===== src/rtl/core/cbd_pkg.sv =====
// package for the chunked body decoder: item types, phase and kind codes
// and the byte classification function; no dependencies
`timescale 1ns / 1ps

package cbd_pkg;

   localparam int SIZE_BITS = 32;

   localparam logic [7:0] CH_CR    = 8'h0D;
   localparam logic [7:0] CH_LF    = 8'h0A;
   localparam logic [7:0] CH_SPACE = 8'h20;
   localparam logic [7:0] CH_TAB   = 8'h09;

   typedef struct packed {
      logic [7:0] body_byte;
      logic       restart;
   } req_type;

   typedef enum logic [2:0] {
      KIND_FRAME   = 3'd0,
      KIND_PAYLOAD = 3'd1,
      KIND_DONE    = 3'd2,
      KIND_ERROR   = 3'd3,
      KIND_IGNORED = 3'd4
   } kind_type;

   typedef struct packed {
      kind_type   kind;
      logic [7:0] payload;
      logic       chunk_end;
   } rsp_type;

   typedef enum logic [3:0] {
      PH_SIZE     = 4'd0,
      PH_SIZE_LF  = 4'd1,
      PH_DATA     = 4'd2,
      PH_DATA_CR  = 4'd3,
      PH_DATA_LF  = 4'd4,
      PH_FINAL_CR = 4'd5,
      PH_FINAL_LF = 4'd6,
      PH_DONE     = 4'd7,
      PH_ERROR    = 4'd8
   } phase_type;

   // byte after classification, as it travels from front to back
   typedef struct packed {
      logic [7:0] body_byte;
      logic       restart;
      logic       is_cr;
      logic       is_lf;
      logic       is_blank;
      logic       is_hex;
      logic [3:0] hex_val;
   } item_type;

   function automatic item_type classify(input req_type req);
      item_type   it;
      logic [7:0] c;
      c = req.body_byte;
      it.body_byte = c;
      it.restart   = req.restart;
      it.is_cr     = (c == CH_CR);
      it.is_lf     = (c == CH_LF);
      it.is_blank  = (c == CH_SPACE) || (c == CH_TAB);
      it.is_hex    = 1'b1;
      it.hex_val   = 4'd0;
      if (c >= 8'h30 && c <= 8'h39) begin
         it.hex_val = 4'(c - 8'h30);
      end else if (c >= 8'h61 && c <= 8'h66) begin
         it.hex_val = 4'(c - 8'h57);
      end else if (c >= 8'h41 && c <= 8'h46) begin
         it.hex_val = 4'(c - 8'h37);
      end else begin
         it.is_hex = 1'b0;
      end
      return it;
   endfunction

endpackage


===== src/rtl/core/cbd_front.sv =====
// front stage: takes request bytes, classifies them and holds one item
// for the queue; depends on cbd_pkg
`timescale 1ns / 1ps

module cbd_front (
   input  logic              clock,
   input  logic              reset,
   input  logic              req_valid,
   output logic              req_ready,
   input  cbd_pkg::req_type  req_data,
   output logic              item_valid,
   input  logic              item_ready,
   output cbd_pkg::item_type item_data
);

   logic              valid_ff;
   logic              valid_in;
   cbd_pkg::item_type item_ff;

   assign req_ready  = !valid_ff || item_ready;
   assign item_valid = valid_ff;
   assign item_data  = item_ff;

   always_comb begin
      valid_in = valid_ff;
      if (req_ready) begin
         valid_in = req_valid;
      end
   end

   always_ff @(posedge clock) begin
      if (reset) begin
         valid_ff <= 1'b0;
      end else begin
         valid_ff <= valid_in;
      end
   end

   always_ff @(posedge clock) begin
      if (req_valid && req_ready) begin
         item_ff <= cbd_pkg::classify(req_data);
      end
   end

endmodule


===== src/rtl/core/cbd_queue.sv =====
// two-entry queue of classified items between front and back stages;
// depends on cbd_pkg
`timescale 1ns / 1ps

module cbd_queue (
   input  logic              clock,
   input  logic              reset,
   input  logic              wr_valid,
   output logic              wr_ready,
   input  cbd_pkg::item_type wr_data,
   output logic              rd_valid,
   input  logic              rd_ready,
   output cbd_pkg::item_type rd_data
);

   cbd_pkg::item_type entry_ff [2];
   logic              wr_ptr_ff;
   logic              wr_ptr_in;
   logic              rd_ptr_ff;
   logic              rd_ptr_in;
   logic [1:0]        count_ff;
   logic [1:0]        count_in;
   logic              do_wr;
   logic              do_rd;

   assign wr_ready = (count_ff != 2'd2);
   assign rd_valid = (count_ff != 2'd0);
   assign rd_data  = entry_ff[rd_ptr_ff];
   assign do_wr    = wr_valid && wr_ready;
   assign do_rd    = rd_valid && rd_ready;

   always_comb begin
      wr_ptr_in = wr_ptr_ff ^ do_wr;
      rd_ptr_in = rd_ptr_ff ^ do_rd;
      count_in  = count_ff;
      if (do_wr && !do_rd) begin
         count_in = count_ff + 2'd1;
      end else if (do_rd && !do_wr) begin
         count_in = count_ff - 2'd1;
      end
   end

   always_ff @(posedge clock) begin
      if (reset) begin
         wr_ptr_ff <= 1'b0;
         rd_ptr_ff <= 1'b0;
         count_ff  <= 2'd0;
      end else begin
         wr_ptr_ff <= wr_ptr_in;
         rd_ptr_ff <= rd_ptr_in;
         count_ff  <= count_in;
      end
   end

   always_ff @(posedge clock) begin
      if (do_wr) begin
         entry_ff[wr_ptr_ff] <= wr_data;
      end
   end

endmodule


===== src/rtl/core/cbd_back.sv =====
// back stage: framing state machine, chunk size counter and result
// register; depends on cbd_pkg
`timescale 1ns / 1ps

module cbd_back (
   input  logic              clock,
   input  logic              reset,
   input  logic              item_valid,
   output logic              item_ready,
   input  cbd_pkg::item_type item_data,
   output logic              rsp_valid,
   input  logic              rsp_ready,
   output cbd_pkg::rsp_type  rsp_data
);

   localparam int SB = cbd_pkg::SIZE_BITS;

   cbd_pkg::phase_type phase_ff;
   cbd_pkg::phase_type phase_in;
   logic [SB-1:0]      remaining_ff;
   logic [SB-1:0]      remaining_in;
   logic               digit_seen_ff;
   logic               digit_seen_in;
   logic               digits_closed_ff;
   logic               digits_closed_in;
   logic               out_valid_ff;
   logic               out_valid_in;
   cbd_pkg::rsp_type   out_ff;
   cbd_pkg::rsp_type   out_in;

   // state as seen by this item, after an optional restart
   cbd_pkg::phase_type cur_phase;
   logic [SB-1:0]      cur_rem;
   logic               cur_seen;
   logic               cur_closed;
   logic               take;
   logic               overflow;
   logic               rem_is_one;

   assign item_ready = !out_valid_ff || rsp_ready;
   assign take       = item_valid && item_ready;
   assign rsp_valid  = out_valid_ff;
   assign rsp_data   = out_ff;

   always_comb begin
      cur_phase  = item_data.restart ? cbd_pkg::PH_SIZE : phase_ff;
      cur_rem    = item_data.restart ? '0 : remaining_ff;
      cur_seen   = item_data.restart ? 1'b0 : digit_seen_ff;
      cur_closed = item_data.restart ? 1'b0 : digits_closed_ff;
      overflow   = (cur_rem[SB-1 -: 4] != 4'd0);
      rem_is_one = (cur_rem == SB'(1));
   end

   // next state
   always_comb begin
      phase_in         = cur_phase;
      remaining_in     = cur_rem;
      digit_seen_in    = cur_seen;
      digits_closed_in = cur_closed;
      unique case (cur_phase)
         cbd_pkg::PH_SIZE: begin
            if (item_data.is_cr) begin
               phase_in = cur_seen ? cbd_pkg::PH_SIZE_LF : cbd_pkg::PH_ERROR;
            end else if (!cur_seen && item_data.is_blank) begin
               phase_in = cur_phase;
            end else if (!cur_seen && !item_data.is_hex) begin
               phase_in = cbd_pkg::PH_ERROR;
            end else if (item_data.is_hex && !cur_closed) begin
               if (overflow) begin
                  phase_in = cbd_pkg::PH_ERROR;
               end else begin
                  remaining_in  = {cur_rem[SB-5:0], item_data.hex_val};
                  digit_seen_in = 1'b1;
               end
            end else begin
               digits_closed_in = 1'b1;
            end
         end
         cbd_pkg::PH_SIZE_LF: begin
            if (!item_data.is_lf) begin
               phase_in = cbd_pkg::PH_ERROR;
            end else begin
               digit_seen_in    = 1'b0;
               digits_closed_in = 1'b0;
               phase_in = (cur_rem == '0) ? cbd_pkg::PH_FINAL_CR : cbd_pkg::PH_DATA;
            end
         end
         cbd_pkg::PH_DATA: begin
            remaining_in = cur_rem - SB'(1);
            if (rem_is_one) begin
               phase_in = cbd_pkg::PH_DATA_CR;
            end
         end
         cbd_pkg::PH_DATA_CR: begin
            phase_in = item_data.is_cr ? cbd_pkg::PH_DATA_LF : cbd_pkg::PH_ERROR;
         end
         cbd_pkg::PH_DATA_LF: begin
            phase_in = item_data.is_lf ? cbd_pkg::PH_SIZE : cbd_pkg::PH_ERROR;
         end
         cbd_pkg::PH_FINAL_CR: begin
            phase_in = item_data.is_cr ? cbd_pkg::PH_FINAL_LF : cbd_pkg::PH_ERROR;
         end
         cbd_pkg::PH_FINAL_LF: begin
            phase_in = item_data.is_lf ? cbd_pkg::PH_DONE : cbd_pkg::PH_ERROR;
         end
         default: begin
            phase_in = cur_phase;
         end
      endcase
   end

   // result for this item
   always_comb begin
      out_in.kind      = cbd_pkg::KIND_FRAME;
      out_in.payload   = 8'd0;
      out_in.chunk_end = 1'b0;
      unique case (cur_phase) inside
         cbd_pkg::PH_SIZE: begin
            if (item_data.is_cr) begin
               if (!cur_seen) out_in.kind = cbd_pkg::KIND_ERROR;
            end else if (!cur_seen && item_data.is_blank) begin
               out_in.kind = cbd_pkg::KIND_FRAME;
            end else if (!cur_seen && !item_data.is_hex) begin
               out_in.kind = cbd_pkg::KIND_ERROR;
            end else if (item_data.is_hex && !cur_closed && overflow) begin
               out_in.kind = cbd_pkg::KIND_ERROR;
            end
         end
         cbd_pkg::PH_SIZE_LF, cbd_pkg::PH_DATA_LF: begin
            if (!item_data.is_lf) out_in.kind = cbd_pkg::KIND_ERROR;
         end
         cbd_pkg::PH_DATA: begin
            out_in.kind      = cbd_pkg::KIND_PAYLOAD;
            out_in.payload   = item_data.body_byte;
            out_in.chunk_end = rem_is_one;
         end
         cbd_pkg::PH_DATA_CR, cbd_pkg::PH_FINAL_CR: begin
            if (!item_data.is_cr) out_in.kind = cbd_pkg::KIND_ERROR;
         end
         cbd_pkg::PH_FINAL_LF: begin
            out_in.kind = item_data.is_lf ? cbd_pkg::KIND_DONE : cbd_pkg::KIND_ERROR;
         end
         default: begin
            out_in.kind = cbd_pkg::KIND_IGNORED;
         end
      endcase
   end

   always_comb begin
      out_valid_in = out_valid_ff;
      if (item_ready) begin
         out_valid_in = item_valid;
      end
   end

   always_ff @(posedge clock) begin
      if (reset) begin
         phase_ff         <= cbd_pkg::PH_SIZE;
         remaining_ff     <= '0;
         digit_seen_ff    <= 1'b0;
         digits_closed_ff <= 1'b0;
         out_valid_ff     <= 1'b0;
      end else begin
         out_valid_ff <= out_valid_in;
         if (take) begin
            phase_ff         <= phase_in;
            remaining_ff     <= remaining_in;
            digit_seen_ff    <= digit_seen_in;
            digits_closed_ff <= digits_closed_in;
         end
      end
   end

   always_ff @(posedge clock) begin
      if (take) begin
         out_ff <= out_in;
      end
   end

endmodule


===== src/rtl/core/chunked_body_decoder.sv =====
// chunked body decoder top level: front classifier, item queue and back
// state machine; depends on cbd_pkg, cbd_front, cbd_queue, cbd_back
//
// Usage: body bytes of a chunked message enter on req_valid/req_ready with
// req_data (body_byte, restart). Every accepted byte gives exactly one
// result on rsp_valid/rsp_ready with rsp_data (kind, payload, chunk_end):
// framing consumed, payload byte, body complete, error or ignored. Setting
// restart with a byte clears the decoder before that byte is handled.
// After body complete or an error every byte is ignored until restart.
// Throughput is one byte per clock while the receiver keeps rsp_ready
// high; the size counter update and the phase step are both
// combinational in the back stage. With the pipe empty an accepted byte
// passes the front register, then a queue entry, then the result
// register before rsp_valid rises.
// Reset empties the front register, the queue and the result register and
// puts the decoder at the start of a size line. When the receiver holds
// rsp_ready low the result register keeps its item, the back stage stops,
// the two-entry queue and the front register fill, and then req_ready
// drops; no item is lost or repeated.
`timescale 1ns / 1ps

module chunked_body_decoder (
   input  logic             clock,
   input  logic             reset,
   input  logic             req_valid,
   output logic             req_ready,
   input  cbd_pkg::req_type req_data,
   output logic             rsp_valid,
   input  logic             rsp_ready,
   output cbd_pkg::rsp_type rsp_data
);

   logic              front_valid;
   logic              front_ready;
   cbd_pkg::item_type front_item;
   logic              queue_valid;
   logic              queue_ready;
   cbd_pkg::item_type queue_item;

   cbd_front u_front (
      .clock      (clock),
      .reset      (reset),
      .req_valid  (req_valid),
      .req_ready  (req_ready),
      .req_data   (req_data),
      .item_valid (front_valid),
      .item_ready (front_ready),
      .item_data  (front_item)
   );

   cbd_queue u_queue (
      .clock    (clock),
      .reset    (reset),
      .wr_valid (front_valid),
      .wr_ready (front_ready),
      .wr_data  (front_item),
      .rd_valid (queue_valid),
      .rd_ready (queue_ready),
      .rd_data  (queue_item)
   );

   cbd_back u_back (
      .clock      (clock),
      .reset      (reset),
      .item_valid (queue_valid),
      .item_ready (queue_ready),
      .item_data  (queue_item),
      .rsp_valid  (rsp_valid),
      .rsp_ready  (rsp_ready),
      .rsp_data   (rsp_data)
   );

endmodule


===== config.mk =====
export PLATFORM = sky130hd
export DESIGN_NAME = chunked_body_decoder
export DESIGN_NICKNAME = d
export VERILOG_FILES = /design/src/rtl/core/cbd_pkg.sv /design/src/rtl/core/cbd_front.sv /design/src/rtl/core/cbd_queue.sv /design/src/rtl/core/cbd_back.sv /design/src/rtl/core/chunked_body_decoder.sv
export SDC_FILE = /design/constraint.sdc
export NUM_CORES = 1
export LEC_CHECK = 0
export BUFFER_PORTS_ARGS = -buffer_cell sky130_fd_sc_hd__buf_2
export CAP_MARGIN = 20
export CORE_MARGIN = 2
export CORE_UTILIZATION = 60
export CTS_BUF_LIST = sky130_fd_sc_hd__clkbuf_16
export DETAILED_ROUTE_END_ITERATION = 7
export PLACE_DENSITY = 0.81
export SYNTH_ARGS = -nofsm -noshare
export SYNTH_HDL_FRONTEND = slang
export SYNTH_HIERARCHICAL = 1
export SYNTH_SLANG_ARGS = --single-unit
export TNS_END_PERCENT = 10

===== constraint.sdc =====
create_clock -name clock -period 5.2 [get_ports clock]
set_input_delay 0.26 -clock clock [delete_from_list [all_inputs] [get_ports clock]]
set_output_delay 0.26 -clock clock [all_outputs]
set_load 0.005 [all_outputs]

After elaboration in Yosys (flattened, before gate mapping)
Memories as Yosys holds them, arrays and structs flattened. A register that Yosys moved wholly into a read port is not among the register bits.
Cells that the tools add are included.

cells by class
  bitwise logic cells = 2
  magnitude comparators = 6
  multiplexer cells = 55
  $mul = 0
  add/subtract/negate cells = 6
  reduce and logical (&&, ||, !) cells = 30
  equal/unequal tests = 12
  shift-type cells = 0
  div/mod/pow operators = 0

operators with widths
  cell                   number
  $mux 32                6
  $mux 4                 16
  $pmux 32 s2            1
  $eq 32x1->1 const B    1
  $logic_not 32->1       1
  $sub 32x1->32 const B  1
  $pmux 4 s7             1
  $eq 8x4->1 const B     3
  $mux 1                 18
  $ge 8x7->1 const B     2
  $le 8x7->1 const B     2
  $pmux 3 s5             1
  $eq 4x3->1 const B     3
  $logic_and 1x1->1      12
  $mux 2                 6
  $mux 3                 4
  $eq 4x2->1 const B     2
  $eq 8x6->1 const B     1
  $ge 8x6->1 const B     1
  $le 8x6->1 const B     1
  $sub 4x3->4 const B    2
  $logic_not 1->1        7
  $reduce_or 2->1        3
  $eq 4x1->1 const B     1
  other kinds (10)       15

storage, ports and cells
  memory bits (read-only) = 0
  output and inout bits = 14
  memories = 1
  bits in latches = 0
  register bits = 73
  logic and storage cells = 131
  bits in writable memories = 34
  input port bits = 13

memories
  memory            depth  bits a word  read ports  clocked after memory_dff  write ports  RTL line         RTL
  u_queue.entry_ff  2      17           1           1                         1            cbd_queue.sv:16  cbd_pkg::item_type entry_ff [2];

Logic depth before layout (Yosys ltp)
Gate-level depths: netlist of run 1.

  depth in word-level cells = 9
  depth in mapped cells = 15
  depth with buffers taken out = 9

By module
Netlist of run 1, hierarchy kept.

modules (own cells, without submodules)
  module     cells an instance  area each (µm²)  instances
  cbd_back   463                3,719.8          1
  cbd_queue  74                 1,423.9          1
  cbd_front  58                 803.3            1

Least setup slack after synthesis of run 1
OpenSTA, ideal clock, no wires.

  kind = flip-flop to flip-flop
  start = register u_queue/rd_ptr_ff (netlist name)
  end = register u_back.remaining_ff[26]
  data arrival time = 3.138 ns
  stages on the path, launching flop included = 16
  slack = 1.932 ns
  library setup time = 0.130 ns
  required time = 5.070 ns
  clock period less this slack = 3.268 ns
  cells stage by stage = dfxtp_1 -> buf_2 -> buf_4 -> mux2_2 -> buf_4 -> buf_2 -> buf_2 -> buf_1 -> nor2b_1 -> inv_1 -> ha_1 -> o211ai_4 -> or3_4 -> or3_1 -> mux2i_1 -> o22ai_1

RTL lines
  what                    RTL line         RTL
  end signal: assignment  cbd_back.sv:167  remaining_ff <= remaining_in;
  end: declaration        cbd_back.sv:20   logic [SB-1:0] remaining_ff;

==> metrics.txt, run 1 <==
status complete, no violations; Initial Util 0.614; proportion of layout cells with a drive suffix above 1 0.158; total negative setup slack 0 ps; clk_lat worst skew ~360 ps; crit path capture type register; Post-Route WL 14,400 microns; pin count of the biggest net entering global routing 41; final setup vio count 0; Area Growth Syn to Fin 8.10%; Sw Share 0.441; top cells by area, synth edfxtp_1 (32%), dfxtp_1 (15%), mux2_2 (3.6%); yosys warns 6; Synthesized Nets about 620; worst-margin pin slew 960 ps; die height 104 microns; TritonCTS Buffers 9; DPL Wire Length approximately 9400 microns; leakage 2.35 nW; sequential group share of total power 0.331; first-pass GRT wire length 23,800 microns; CTS Sinks 107; via count a little under 5,000; post-cts resize count 0; CTS Root Cell clkbuf_16; # diodes 0; vias in the first global route 4,725; post-route ant nets 0; synthesized flop and latch total 107; Die X 104 microns; WHS Path Cells 1; cell accounting for the most synthesized area edfxtp_1; slew margin rel. 0.354; WP data required between 5000 and 6000 ps; I/O pins 27; R2R setup slack 1710 ps; net count reported at finish 620; IO buf count 26; hold buffer count at CTS 0; Iter 0 DRT Violations between 600 and 700; Peak VDD IR 0.000303 V; Startpoint Class register; Post-synth EDFFs 63; Worst Skew 8.32 ps; Hold Path Class input port to register; Pint ~2.2 mW; post-synthesis sequential area ratio 0.466; all-layer global routing usage 0.274; commonest non-fill, non-tap cell in the layout edfxtp_1; Avg Inst Size Synth 9.99 sq um; initial antenna violation count 0; Die Footprint 10,700 sq um; Synth Flop Type edfxtp_1; CTS tree yes; RSZ-0062 raised after global routing false; H-Tree Depth 3; max-cap viol count 0; clock-pin slew on the worst setup and hold paths about 80 ps; Final Hold Viols 0; critical path type register to register; routed length per placed instance 19.7 microns; critical path fanouts, max 19; GPL Wtd Cong approximately 0.96; WP data arrival ~3800 ps; total core area 9680 sq um; DR vias/cell 6.72; Residual DRC 0; setup repair bufs after CTS 0; shortest clock period the worst path allows after layout 3490 ps; final period utilization 0.670; combinational share of power 0.480; Min Hold Slack around 80 ps; clock buffer depth 2; post-synth cell types approximately 80; fin util 0.664; fmax 0.287 GHz; Max Slew Vio Count 0; R2R cell count 7; Synth Cell Area between 5000 and 6000 sq um; clock share of power 0.189; Syn Inst Count 595; TritonRoute pass-1 iters 6; most frequent cells in the layout edfxtp_1 (63), nor2_1 (55), dfxtp_1 (44), a21oi_1 (40), o21ai_0 (39); P per Cell Area 601 nW/um^2; switching power around 1.7 mW; Yosys top cell area share 0.318; post-synthesis async set-or-reset flop share 0; row cnt 36; Congestion Overflow GR 0
==> Yosys cell counts, drive strengths merged, types with 12 or more instances <==
cell and n:
mux2 19, clkbuf 21, edfxtp 63, dfxtp 44
nor3 27, nor4 18, inv 15, a21oi 41
nand3 15, buf 21, o21ai 40, nand2 31
nor2 57, xor2 12
==> worst paths after layout <==
check                                  start                              endpoint
min                              req_data[0]        u_front/item_data[8]$_DFFE_PP_
max reg2reg     u_queue/rd_ptr_ff$_SDFF_PP0_  u_back/remaining_ff[23]$_SDFFE_PP0P_
max             u_queue/rd_ptr_ff$_SDFF_PP0_  u_back/remaining_ff[23]$_SDFFE_PP0P_
min reg2reg  u_front/item_data[11]$_DFFE_PP_     u_queue/entry_ff[0][11]$_DFFE_PP_
==> routing by layer <==
layer	track usage	wire (microns)	vias up
li1	-	-	2260
met5	0	0	-
met2	0.431	6710	296
met1	0.376	6050	2347
met4	0.0965	306	0
met3	0.0642	1380	35
==> cells by family after synthesis <==
| logic type | share of synthesized area |
|---|---|
| AOI/OAI and AO/OA | 0.201 |
| and+or+nand+nor | 0.199 |
| adders and majority gates | 0.0210 |
| DFF | 0.466 |
| xor gates and xnor gates | 0.0265 |
| muxes | 0.0427 |
| buffers and inverters | 0.0436 |
==> power groups by stage <==
stage                     sequential, mW  clock (mW)  combinational, mW
after CTS                           1.27       0.734               1.78
after detailed placement            1.29           0               1.76
after floorplan                     1.18           0               1.46
after global placement              1.28           0               1.73
after global routing                1.30       0.766               2.01
final                               1.28       0.732               1.85
==> through the flow <==
stage | power, mW | setup WS, ps | instance area (sq um) | std cells
finish | 3.86 | 1710 | 6430 | 735
global route | 4.08 | 1630 | 6430 | 735
CTS | 3.79 | 1820 | 6410 | 734
detailed placement | 3.05 | 1900 | 6090 | 718
global placement | 3.01 | 1980 | 6090 | 718
floorplan | 2.64 | 1930 | 5950 | 595
==> sequential cells by signal, indices dropped and copies added (netlist names) <==
signal	count
u_queue/rd_ptr_ff	1
u_back/rsp_data	12
u_back/phase_ff	4
u_queue/entry_ff	34
u_back/rsp_valid	1
u_back/digits_closed_ff	1
u_front/item_valid	1
u_queue/count_ff	2
u_queue/wr_ptr_ff	1
u_front/item_data	17
u_back/remaining_ff	32
u_back/digit_seen_ff	1
==> layout make-up <==
| type | count | area [sq um] |
|---|---|---|
| Clock buffer | 9 | 225 |
| Clock inverter | 7 | 93.8 |
| Fill cell | 750 | 3260 |
| Inverter | 16 | 60.1 |
| Multi-Input combinational cell | 430 | 2920 |
| Sequential cell | 107 | 2770 |
| Tap cell | 133 | 166 |
| Timing Repair Buffer | 33 | 190 |
==> worst max-delay path: stages, from the launching register on <==
cell,delay [ps]
dfxtp_1,360
mux2_2,480
nor2b_1,650
nand2_1,650
nor2_1,570
nand2_1,190
or3b_1,400
o211ai_1,90
Power figures use the tool's default switching activity.
==> inputs of run 2 (changes only) <==
Settings changed: ABC_AREA set to 1.
Clock period 5.2 ns to 3.35 ns, I/O delays scaled along.
==> metrics.txt, run 2 <==
Worst Skew 4.09 ps; Max Slew Vio Count 0; vias in the first global route between 5,000 and 6,000; post-synth cell types 39; WP data arrival around 2800 ps; row cnt 38; GPL Wtd Cong 0.943; leakage between 3 and 4 nW; initial antenna violation count 0; IO buf count 26; die height 108 microns; Min Hold Slack 39.9 ps; routed length per placed instance 14.5 microns; CP cell instances inv_8 -> nand2_1 -> nand2_1 -> inv_2 -> buf_4 -> nand2_1 -> nand2_1 -> nor2_1 -> nand2_1 -> nor2_1 -> nand3_1 -> nand3_1 -> o21ai_0 -> inv_1; sequential group share of total power 0.274; switching power 3.63 mW; worst-margin pin slew around 860 ps; Synthesized Nets 930; synthesized flop and latch total 107; final setup vio count 0; Pint roughly 3.6 mW; synth cell count leaders nand2_1 (275), nor2_1 (104), inv_1 (94); Final Hold Viols 0; Yosys top cell area share 0.290; most frequent cells in the layout nand2_1 (275), nor2_1 (104), inv_1 (93), o21ai_0 (63), edfxtp_1 (63); commonest non-fill, non-tap cell in the layout nand2_1; final period utilization 0.769; top cells by area, synth edfxtp_1 (29%), nand2_1 (16%), dfxtp_1 (13%); Sw Share 0.505; Synth Flop Type edfxtp_1; Syn Inst Count 907; combinational share of power 0.582; first-pass GRT wire length approximately 26,000 microns; Post-synth EDFFs 63; H-Tree Depth 3; Hold Path Class input port to register; total core area 10,700 sq um; TritonCTS Buffers 9; clock-pin slew on the worst setup and hold paths ~70 ps; Initial Util 0.608; CTS Root Cell clkbuf_16; yosys warns 6; proportion of layout cells with a drive suffix above 1 0.125; Crit path largest cell delay 470 ps; post-synthesis sequential area ratio 0.425; Worst Path Buf+Inv 4; max reg flops 34; clk_lat worst skew ~350 ps; crit path capture type register; RSZ-0062 raised after global routing false; Die Footprint 11,700 sq um; CTS Sinks 107; via count 6,010; Most Frequent Cell on Critical Path nand2_1; Die X 108 microns; post-synthesis async set-or-reset flop share 0; Area Growth Syn to Fin 7.51%; Slowest-stage cell, CP dfxtp_1; WP data required 3600 ps; DPL Wire Length roughly 11,000 microns; Residual DRC 0; total negative setup slack 0 ps; TritonRoute pass-1 iters 6; max-cap viol count 0; P per Cell Area 1020 nW/um^2; clock share of power 0.144; Peak VDD IR 0.000523 V; critical path fanouts, max 24; clock buffer depth 2; delay-heaviest family, CP simple AND/OR/NAND/NOR gates; shortest clock period the worst path allows after layout 2580 ps; Most flops, register u_queue/entry_ff; I/O pins 27; critical path type register to register; slew margin rel. 0.427; post-route ant nets 0; status complete, no violations; most numerous cell in the Yosys netlist nand2_1; Post-Route WL 15,600 microns; Synth Cell Area 6530 sq um; DR vias/cell 5.61; CTS tree yes; Congestion Overflow GR 0; Iter 0 DRT Violations 639; cell accounting for the most synthesized area edfxtp_1; # diodes 0; fmax 0.388 GHz; net count reported at finish roughly 950; pin count of the biggest net entering global routing 42; all-layer global routing usage 0.276; post-cts resize count 0; Startpoint Class register; Avg Inst Size Synth 7.20 sq um
## run 2: routing by layer
| metal | up-vias | global-route usage | share of wire |
|---|---|---|---|
| met4 | 0 | 0.0925 | 0.024 |
| met3 | 34 | 0.0585 | 0.083 |
| met5 | - | 0 | 0 |
| li1 | 2980 | - | - |
| met1 | 2726 | 0.401 | 0.45 |
| met2 | 270 | 0.413 | 0.44 |
## run 2: final timing paths
kind	from	end	slack, ps	depth (start not counted)
worst max-delay path	u_queue/rd_ptr_ff$_SDFF_PP0_	u_back/phase_ff[2]$_SDFFE_PP0P_	770	14
worst min-delay path	req_data[5]	u_front/item_data[13]$_DFFE_PP_	40	1
worst min register to register	u_front/item_data[6]$_DFFE_PP_	u_queue/entry_ff[0][6]$_DFFE_PP_	450	0
worst max register to register	u_queue/rd_ptr_ff$_SDFF_PP0_	u_back/phase_ff[2]$_SDFFE_PP0P_	770	14
## run 2: cells by family after synthesis
group                    Yosys count  share of synthesized area
AND/OR/NAND/NOR                  508                      0.342
AO/OA/AOI/OAI                    147                      0.120
buffers and inverters            135                     0.0939
flip-flops                       107                      0.425
adder cells (fa/ha/maj)           10                     0.0192
## run 2: power by group through the flow
stage	clock, mW	sequential (mW)	combinational [mW]
floorplan	0	1.95	3.19
global placement	0	1.99	4.00
detailed placement	0	1.99	4.06
CTS	1.06	1.96	4.10
global route	1.10	2.00	4.70
finish	1.04	1.97	4.19
## run 2: stage by stage
stage	worst slack [ps]	utilization	total power, mW	cell area (sq um)	std cells
detailed placement	859	0.626	6.05	6720	1054
CTS	829	0.653	7.12	7020	1071
global route	528	0.653	7.80	7020	1071
global placement	980	0.626	5.99	6720	1054
floorplan	1130	-	5.14	6530	907
finish	773	0.653	7.19	7020	1071
## run 2: final cells by class
cell class              count  area [sq um]
well taps                 140           175
fillers                   966          3720
clock inverters             7          62.6
repair buffers             39           243
clock buffers               9           225
flip-flops and latches    107          2770
multi-input cells         665          3150
inverters                 104           398
## run 2: timing repair
action,CTS,global route
hold buffers,1,0
setup endpoints to repair,0,0
buffers inserted,0,0
endpoints found under the hold margin,1,0
==> inputs of run 3 (changes only) <==
Settings changed: CORE_UTILIZATION 60 to 56, PLACE_DENSITY 0.81 to 0.79.
Clock period 3.35 ns to 2.15 ns, I/O delays scaled along.
==> metrics.txt, run 3 (synthesized netlist as in run 2, its figures left out) <==
status complete, no violations; P per Cell Area 1610 nW/um^2; Startpoint Class register; GPL Wtd Cong 0.932; H-Tree Depth 3; DP Cell Count 1,113; slew margin rel. 0.377; routed length per placed instance 14.4 microns; CTS Root Cell clkbuf_16; Most flops, register u_queue/entry_ff; pin count of the biggest net entering global routing 33; most frequent cells in the layout nand2_1 (270), inv_1 (93), nor2_1 (93), buf_4 (64); TritonRoute pass-1 iters 6; via count 6,221; initial antenna violation count 0; fmax 0.494 GHz; Congestion Overflow GR 0; final period utilization 0.941; leakage around 3.7 nW; proportion of layout cells with a drive suffix above 1 0.190; CTS Sinks roughly 110; CP cell instances inv_8 -> buf_4 -> nand2_1 -> nand2_1 -> nand2_1 -> inv_1 -> nand3_1 -> nor2_4 -> buf_4 -> nand2_1 -> a31oi_1 -> a21oi_1; critical path fanouts, max 17; critical path type register to register; post-route ant nets 0; row cnt 39; max reg flops 34; delay-heaviest family, CP simple AND/OR/NAND/NOR gates; fin cells 1,136; Worst Path Buf+Inv 4; Die Footprint 12,500 sq um; first-pass GRT wire length 27,200 microns; WP data arrival between 2000 and 2500 ps; worst-margin pin slew about 930 ps; clock buffer depth 2; I/O pins 27; # diodes 0; crit path capture type register; DPL Wire Length ~11,000 microns; Initial Util 0.572; final setup vio count 0; total core area 11,400 sq um; Peak VDD IR 0.00108 V; net count reported at finish 1,011; vias in the first global route ~5,900; commonest non-fill, non-tap cell in the layout nand2_1; setup repair bufs after CTS 0; RSZ-0062 raised after global routing true; Post-Route WL 16,400 microns; TritonCTS Buffers 9; max-cap viol count 0; clk_lat worst skew about 360 ps; Area Growth Syn to Fin 16.9%; Iter 0 DRT Violations 713; WP data required 2390 ps; Most Frequent Cell on Critical Path nand2_1; CTS tree yes; Slowest-stage cell, CP dfxtp_4; fin util 0.669; Tot Pwr 12.3 mW; Final Hold Viols 0; Die X 112 microns; Hold Path Class input port to register; clock-pin slew on the worst setup and hold paths 80 ps; Max Slew Vio Count 0; DR vias/cell 5.48; all-layer global routing usage 0.268; Crit path largest cell delay 380 ps; shortest clock period the worst path allows after layout 2020 ps; Worst Skew between 8 and 9 ps; Residual DRC 0; IO buf count 26; die height 112 microns; R2R setup slack about 130 ps
run 3: metal layers:
layer | global-route usage | share of wire | wire length [microns] | vias up
met5 | 0 | 0 | 0 | -
met4 | 0.116 | 0.028 | 451 | 0
met3 | 0.0512 | 0.070 | 1140 | 42
met2 | 0.451 | 0.48 | 7840 | 263
met1 | 0.338 | 0.42 | 6950 | 2821
li1 | - | - | - | 3095
run 3: cell type report:
cell class                 instances  area (sq um)
clock buffer                       9           225
clock inverter                     7          92.6
fill                             942          3780
inverter                         104           403
multi-input combinational        665          3200
sequential                       107          2780
tap                              143           179
timing repair buffer             101           761
run 3: through the flow:
step                hold slack, ps  setup TNS [ps]  instance area [sq um]  setup slack (ps)
floorplan                      170           -22.4                   6540             -19.1
global placement               289           -91.0                   7190             -52.3
detailed placement             289            -491                   7190             -90.7
CTS                           6.23               0                   7580              40.6
global route                  26.1           -83.5                   7640             -48.2
finish                        12.2               0                   7640               126
run 3: final timing paths:
check / start / to / cells past startpoint
hold / removal: req_data[1] / u_front/item_data[9]$_DFFE_PP_ / 1
setup / recovery: u_queue/rd_ptr_ff$_SDFF_PP0_ / u_back/remaining_ff[23]$_SDFFE_PP0P_ / 12
setup reg to reg: u_queue/rd_ptr_ff$_SDFF_PP0_ / u_back/remaining_ff[23]$_SDFFE_PP0P_ / 12
hold reg to reg: u_front/item_data[1]$_DFFE_PP_ / u_queue/entry_ff[0][1]$_DFFE_PP_ / 0
run 3: what timing repair did:
item,in CTS,in global routing
resized for setup,2,19
cloned,0,0
endpoints found under the setup margin,24,32
hold buffers,7,0
pin swaps,0,5
endpoints found under the hold margin,7,0
run 3: where the power goes:
part	switching (mW)	internal, mW	leakage, nW
combinational	4.82	2.63	2.57
sequential	0.311	2.78	0.966
clock	0.816	0.936	0.156
total	5.95	6.35	3.69
run 3: worst reg2reg max path, delay by kind of cell (launching register included):
family,cells,cell delay [ps]
flops,1,380
compound gates,2,250
buf+inv,4,560
simple gates,6,730
